[config.mk]
export PLATFORM = sky130hd
export DESIGN_NAME = varint_length_prefix_deframer
export DESIGN_NICKNAME = d
export VERILOG_FILES = /design/src/vlpd_pkg.sv /design/src/vlpd_in_stage.sv /design/src/vlpd_core.sv /design/src/varint_length_prefix_deframer.sv
export SDC_FILE = /design/constraint.sdc
export NUM_CORES = 1
export LEC_CHECK = 0
export BUFFER_PORTS_ARGS = -buffer_cell sky130_fd_sc_hd__buf_2
export CORE_ASPECT_RATIO = 1.2
export CORE_UTILIZATION = 50
export CTS_CLUSTER_DIAMETER = 40
export DETAILED_ROUTE_END_ITERATION = 8
export GPL_ROUTABILITY_DRIVEN = 0
export PLACE_DENSITY = 0.72
export SLEW_MARGIN = 20
export SYNTH_ARGS = -nofsm -noshare
export SYNTH_HDL_FRONTEND = slang
export SYNTH_SLANG_ARGS = --single-unit
[constraint.sdc]
create_clock -name clk -period 12.81 [get_ports clk]
set_input_delay 1.9215 -clock clk [delete_from_list [all_inputs] [get_ports clk]]
set_output_delay 1.9215 -clock clk [all_outputs]
set_load 0.1 [all_outputs]
[src/vlpd_pkg.sv]
// ----------------------------------------------------------------------------
// vlpd_pkg
// Shared types and constants for the varint length-prefix deframer.
// ----------------------------------------------------------------------------
package vlpd_pkg;

  localparam int LEN_BITS         = 32;
  localparam int MAX_PREFIX_BYTES = 5;

  localparam int CNT_W  = $clog2(MAX_PREFIX_BYTES + 1);
  localparam int WIDE_W = LEN_BITS + 7 * MAX_PREFIX_BYTES;
  localparam int SH_W   = $clog2(WIDE_W);

  localparam logic [7:0] CONT_BIT   = 8'b1000_0000;
  localparam logic [7:0] VALUE_BITS = 8'b0111_1111;

  typedef enum logic [1:0] {
    KIND_DATA     = 2'd0,
    KIND_EMPTY    = 2'd1,
    KIND_ABORT    = 2'd2,
    KIND_OVERFLOW = 2'd3
  } kind_t;

  typedef struct packed {
    logic [7:0] rx_byte;
    logic       link_dropped;
  } item_t;

  typedef struct packed {
    logic [7:0]  payload_byte;
    logic        end_of_message;
    kind_t       kind;
    logic [31:0] message_length;
  } result_t;

  function automatic logic [31:0] len32(input logic [LEN_BITS-1:0] a);
    logic [63:0] w;
    w = 64'(a);
    return w[31:0];
  endfunction

endpackage

[src/vlpd_in_stage.sv]
// ----------------------------------------------------------------------------
// vlpd_in_stage
// Input register: holds one received beat until the parser consumes it.
// ----------------------------------------------------------------------------
module vlpd_in_stage
  import vlpd_pkg::*;
(
  input  logic  clk,
  input  logic  rst,
  input  logic  in_valid,
  output logic  in_ready,
  input  item_t in_item,
  output logic  held_valid,
  output item_t held_item,
  input  logic  take
);

  logic  hv;
  item_t hi;

  assign in_ready   = !hv || take;
  assign held_valid = hv;
  assign held_item  = hi;

  always_ff @(posedge clk) begin
    if (rst) begin
      hv <= 1'b0;
    end else if (in_ready) begin
      hv <= in_valid;
    end
  end

  always_ff @(posedge clk) begin
    if (in_valid && in_ready) begin
      hi <= in_item;
    end
  end

endmodule

[src/vlpd_core.sv]
// ----------------------------------------------------------------------------
// vlpd_core
// Parser state and single-pass decode of one byte into at most one result.
// ----------------------------------------------------------------------------
module vlpd_core
  import vlpd_pkg::*;
(
  input  logic    clk,
  input  logic    rst,
  input  logic    item_valid,
  input  item_t   item,
  input  logic    out_space,
  output logic    take,
  output logic    res_has,
  output result_t res
);

  logic                in_payload, in_payload_next;
  logic [LEN_BITS-1:0] acc, acc_next;
  logic [CNT_W-1:0]    cnt, cnt_next;
  logic [LEN_BITS-1:0] rem, rem_next;

  logic [SH_W-1:0]     shamt;
  logic [WIDE_W-1:0]   shifted;
  logic                val_ovf;
  logic [LEN_BITS-1:0] acc_or;
  logic [CNT_W-1:0]    cnt_inc;
  logic                too_long;
  logic [LEN_BITS-1:0] rem_dec;
  logic [7:0]          vbits;

  assign vbits    = item.rx_byte & VALUE_BITS;
  assign shamt    = SH_W'(cnt) * SH_W'(7);
  assign shifted  = WIDE_W'(vbits[6:0]) << shamt;
  assign val_ovf  = |shifted[WIDE_W-1:LEN_BITS];
  assign acc_or   = acc | shifted[LEN_BITS-1:0];
  assign cnt_inc  = cnt + 1'b1;
  assign too_long = ((item.rx_byte & CONT_BIT) != 8'd0) &&
                    (cnt_inc >= CNT_W'(MAX_PREFIX_BYTES));
  assign rem_dec  = rem - 1'b1;

  assign take = item_valid && (out_space || !res_has);

  always_comb begin
    in_payload_next = in_payload;
    acc_next        = acc;
    cnt_next        = cnt;
    rem_next        = rem;
    res_has         = 1'b0;
    res             = '0;
    if (item.link_dropped) begin
      if (in_payload || cnt != '0) begin
        res_has            = 1'b1;
        res.end_of_message = 1'b1;
        res.kind           = KIND_ABORT;
        res.message_length = in_payload ? len32(acc) : 32'd0;
      end
      in_payload_next = 1'b0;
      acc_next        = '0;
      cnt_next        = '0;
      rem_next        = '0;
    end else if (in_payload) begin
      res_has            = 1'b1;
      res.payload_byte   = item.rx_byte;
      res.end_of_message = (rem_dec == '0);
      res.kind           = KIND_DATA;
      res.message_length = len32(acc);
      if (rem_dec == '0) begin
        in_payload_next = 1'b0;
        acc_next        = '0;
        cnt_next        = '0;
        rem_next        = '0;
      end else begin
        rem_next = rem_dec;
      end
    end else if (val_ovf || too_long) begin
      res_has            = 1'b1;
      res.end_of_message = 1'b1;
      res.kind           = KIND_OVERFLOW;
      acc_next           = '0;
      cnt_next           = '0;
      rem_next           = '0;
    end else if ((item.rx_byte & CONT_BIT) != 8'd0) begin
      acc_next = acc_or;
      cnt_next = cnt_inc;
    end else if (acc_or == '0) begin
      res_has            = 1'b1;
      res.end_of_message = 1'b1;
      res.kind           = KIND_EMPTY;
      acc_next           = '0;
      cnt_next           = '0;
      rem_next           = '0;
    end else begin
      in_payload_next = 1'b1;
      acc_next        = acc_or;
      cnt_next        = '0;
      rem_next        = acc_or;
    end
  end

  always_ff @(posedge clk) begin
    if (rst) begin
      in_payload <= 1'b0;
      acc        <= '0;
      cnt        <= '0;
      rem        <= '0;
    end else if (take) begin
      in_payload <= in_payload_next;
      acc        <= acc_next;
      cnt        <= cnt_next;
      rem        <= rem_next;
    end
  end

endmodule

[src/varint_length_prefix_deframer.sv]
// ----------------------------------------------------------------------------
// varint_length_prefix_deframer
// Splits a byte stream into messages framed by a base-128 length prefix.
// ----------------------------------------------------------------------------
// The block accepts one byte beat per clock unless stalled and gives at most one
// result beat for it. A beat passes through an input register, a combinational
// decode that updates the parser state, and an output register that presents its
// result. Prefix bytes give no result unless the prefix overflows or decodes to an
// empty message; overflow, empty message and a link drop inside a message each
// give one beat with end_of_message set, while a link drop between messages gives
// none. A full output register that is not drained stalls the input only when the
// waiting byte would produce a result.
module varint_length_prefix_deframer
  import vlpd_pkg::*;
(
  input  logic        clk,
  input  logic        rst,
  input  logic        in_valid,
  output logic        in_ready,
  input  logic [7:0]  rx_byte,
  input  logic        link_dropped,
  output logic        out_valid,
  input  logic        out_ready,
  output logic [7:0]  payload_byte,
  output logic        end_of_message,
  output logic [1:0]  result_kind,
  output logic [31:0] message_length
);

  item_t   in_item;
  item_t   held_item;
  logic    held_valid;
  logic    take;
  logic    res_has;
  result_t res;
  result_t out_res;
  logic    ov;
  logic    out_space;

  assign in_item.rx_byte      = rx_byte;
  assign in_item.link_dropped = link_dropped;
  assign out_space            = !ov || out_ready;

  vlpd_in_stage u_in (
    .clk        (clk),
    .rst        (rst),
    .in_valid   (in_valid),
    .in_ready   (in_ready),
    .in_item    (in_item),
    .held_valid (held_valid),
    .held_item  (held_item),
    .take       (take)
  );

  vlpd_core u_core (
    .clk        (clk),
    .rst        (rst),
    .item_valid (held_valid),
    .item       (held_item),
    .out_space  (out_space),
    .take       (take),
    .res_has    (res_has),
    .res        (res)
  );

  always_ff @(posedge clk) begin
    if (rst) begin
      ov <= 1'b0;
    end else if (out_space) begin
      ov <= take && res_has;
    end
  end

  always_ff @(posedge clk) begin
    if (out_space && take && res_has) begin
      out_res <= res;
    end
  end

  assign out_valid      = ov;
  assign payload_byte   = out_res.payload_byte;
  assign end_of_message = out_res.end_of_message;
  assign result_kind    = out_res.kind;
  assign message_length = out_res.message_length;

  a_nondata_closes: assert property (@(posedge clk) disable iff (rst)
    out_valid && result_kind != KIND_DATA |-> end_of_message && payload_byte == 8'd0)
    else $error("Non-data result without end of message or with payload.");

  a_no_len_on_fail: assert property (@(posedge clk) disable iff (rst)
    out_valid && (result_kind == KIND_EMPTY || result_kind == KIND_OVERFLOW)
    |-> message_length == 32'd0)
    else $error("Empty or overflow result carries a length.");

  a_ready_after_rst: assert property (@(posedge clk)
    rst |=> in_ready)
    else $error("Input not ready after reset.");

  a_data_has_len: assert property (@(posedge clk) disable iff (rst)
    out_valid && result_kind == KIND_DATA && LEN_BITS <= 32 |-> message_length != 32'd0)
    else $error("Payload beat with zero message length.");

endmodule

==> impl_metrics.yaml <==
status:
  outcome: "finished, final reports clean"
timing:
  setup_viol: 0
  finalHoldWorstSlack_ns: 0.4894
  fin_skew_ns: 0.01050
  fmax_mhz: 162.6
  rsz0062_at_grt: "false"
  period_minus_slack_ns: 6.148
  maxSlewViolCount: 0
  hold_violations: 0
  relSlewSlack_pct: 31.36
  worstMarginPinSlew_ns: 1.028
  fin_crit_sh_pct: 48.00
  final.setup.tns_ns: 0
setup_path:
  path_class: "flop to primary output"
  cp-end-kind: "primary output"
  slowest_delay_ns: 0.79
  cp_max_fo: 42
  crit_path_top_delay_cell: "or2_2"
  path_cells: "inv_1, ha_1, or3_1, a31oi_1, a41oi_1, or2_2, nand4_1, buf_2"
  worstPathArrival_ns: 4.23
  cp-start-kind: "flop"
  critical_path_required_ns: 10.89
power:
  power_density_nw_per_um2: 138.6
  p_switching_uw: 290.5
  switching_share_pct: 28.23
  seqPwrFrac_pct: 41.2
  p_clk_share_pct: 45.5
  internal-power_uw: 738.6
  power_leakage_uw: 0.002671
  p_comb_share_pct: 13.4
  irDropWorstVdd_mv: 0.1346
final_layout:
  antenna_cells: 0
  area_growth_pct: 13.81
  nets: 775
  fill_cells: 1097
  fin_area_sq_um: 7423
  layout_common_cells: "a21oi_1, dfxtp_1, buf_2, nor2_1, edfxtp_1"
  layout_commonest_cell: "a21oi_1"
  final_layout_size_suffix_gt1_share_pct: 14.40
global_routing:
  grt_antenna_before_repair: 0
  grt_pass1_wl_um: 30080
  overflow: 0
  grt_util_all_layers_pct: 28.35
  grt_pass1_vias: 5766
  grt_max_degree: 70
cts:
  root_buffer: "clkbuf_16"
  clock_latency_ns: 0.42
  ctsHoldBuffers: 0
  cts.sinks: 122
  cts_resized: 0
  clockBufferDepth: 2
  cts_setup_buffers: 0
  numCtsBuffers: 17
  cts_tree: "yes"
  htreeDepth: 4
  clkTransAtPathRegs_ns: 0.06
synthesis:
  yosysSeqAreaShare_pct: 45.42
  async_reset_ff_share_pct: 0
  synth.ff_latch_count: 122
  syn_nets: 750
  synth_top_area_cell: "edfxtp_1"
  syn-instance-count: 733
  yosys.area.top_type_share_pct: 23.94
  ys_top_cells_by_area: "edfxtp_1, dfxtp_1, a21oi_1, and2_1, nor2_1"
  syn_area_per_cell_sq_um: 8.898
  synth_cell_types: 68
  yosys_warnings: 0
  synth_area_sq_um: 6523
  synth_flop_cell: "dfxtp_1"
  synth-edff-count: 52
job:
  drv_cap: 0
floorplanning:
  core-area_sq_um: 12670
  pin_count: 58
  die_h_um: 127.1
  dieArea_sq_um: 13510
  rows: 45
  start_util_pct: 51.49
  die_w_um: 106.3
routing:
  drt_first_iter_violations: 702
  vias: 6153
  first_pass_iters: 5
  wl_per_cell_um: 19.78
  drc: 0
  via_per_inst: 6.581
  routed_wl_um: 18500
  drtAntennaViolNets: 0
place:
  dpl.hpwl_um: 12520
  place_area_sq_um: 6827
  port_buffers: 57
min_path:
  hold_class: "flop to flop"
flip-flops by register name (all words and copies together), names as in the netlist:
signal / cells
end_of_message: 1
message_length: 32
out_valid: 1
payload_byte: 8
result_kind: 2
u_core.acc: 32
u_core.cnt: 3
u_core.in_payload: 1
u_core.rem: 32
u_in.held_item: 9
u_in.held_valid: 1
critical path, delay by kind of cell, from the launching register on:
| kind | cells | cell delay (ns) |
|---|---|---|
| AO/OA/AOI/OAI | 2 | 0.68 |
| adder cells (fa/ha/maj) | 1 | 0.35 |
| buffers and inverters | 2 | 0.65 |
| flip-flops | 1 | 0.65 |
| AND/OR/NAND/NOR | 3 | 1.47 |
power groups by stage:
| stage | registers (uW) | logic, uW | clock network [uW] |
|---|---|---|---|
| 2_1_floorplan | 445 | 89.5 | 0 |
| 3_3_place_gp | 431 | 131 | 0 |
| 3_5_place_dp | 432 | 133 | 0 |
| 4_1_cts | 423 | 134 | 471 |
| 5_1_grt | 425 | 147 | 489 |
| 6_report | 424 | 138 | 468 |
cell usage after synthesis (16+ instances only):
| cell | instances |
|---|---|
| a21oi_1 | 72 |
| dfxtp_1 | 70 |
| nor2_1 | 56 |
| edfxtp_1 | 52 |
| clkbuf_1 | 44 |
| and2_1 | 43 |
| o21ai_0 | 40 |
| nand2_1 | 35 |
| nor3_1 | 31 |
| inv_1 | 25 |
| nand3_1 | 23 |
| nand4_1 | 17 |
| or3_1 | 17 |
| a31oi_1 | 16 |
area by class of cell:
class / count / area, sq um / share of cell area [%]
clock buffer: 18 / 429.2 / 5.781
clock inverter: 14 / 147.6 / 1.989
inverter: 25 / 93.84 / 1.264
multi-input combinational: 529 / 3242 / 43.67
sequential: 122 / 2963 / 39.91
tap: 164 / 205.2 / 2.764
timing repair buffer: 63 / 342.8 / 4.618
per-layer routing:
| metal | vias up | track usage [%] | share of wire, % |
|---|---|---|---|
| li1 | 2808 | - | - |
| met1 | 2866 | 36.05 | 38 |
| met2 | 397 | 44.88 | 48 |
| met3 | 82 | 6.276 | 9.2 |
| met4 | 0 | 15.28 | 4.8 |
| met5 | - | 0 | 0 |
final timing paths:
kind / startpoint / end / slack [ns] / depth (start not counted)
worst max-delay path: u_core.cnt[0] / in_ready / 6.66 / 8
worst min-delay path: u_core.rem[22] / u_core.rem[22] / 0.49 / 2
worst max register to register: u_core.cnt[0] / u_core.rem[8] / 8.42 / 9
worst min register to register: u_core.rem[22] / u_core.rem[22] / 0.49 / 2
cell families (layout without fill, tap and decap cells):
logic type | after synthesis | count (layout) | share of synthesized area (%)
compound gates | 221 | 221 | 22.21
buf+inv | 82 | 120 | 5.103
mux | 4 | 4 | 0.6330
fa+ha+maj | 4 | 4 | 0.7673
simple gates | 293 | 293 | 24.92
xor+xnor | 7 | 7 | 0.9400
flops | 122 | 122 | 45.42
stage by stage:
stage / worst slack [ns] / util (%) / power, uW / std cells
floorplan: 7.626 / - / 534.2 / 733
global placement: 7.385 / 53.89 / 562.2 / 902
detailed placement: 7.223 / 53.89 / 565.0 / 902
CTS: 6.782 / 58.44 / 1029 / 934
global route: 6.434 / 58.60 / 1061 / 935
finish: 6.662 / 58.60 / 1029 / 935
Power figures use the tool's default switching activity.
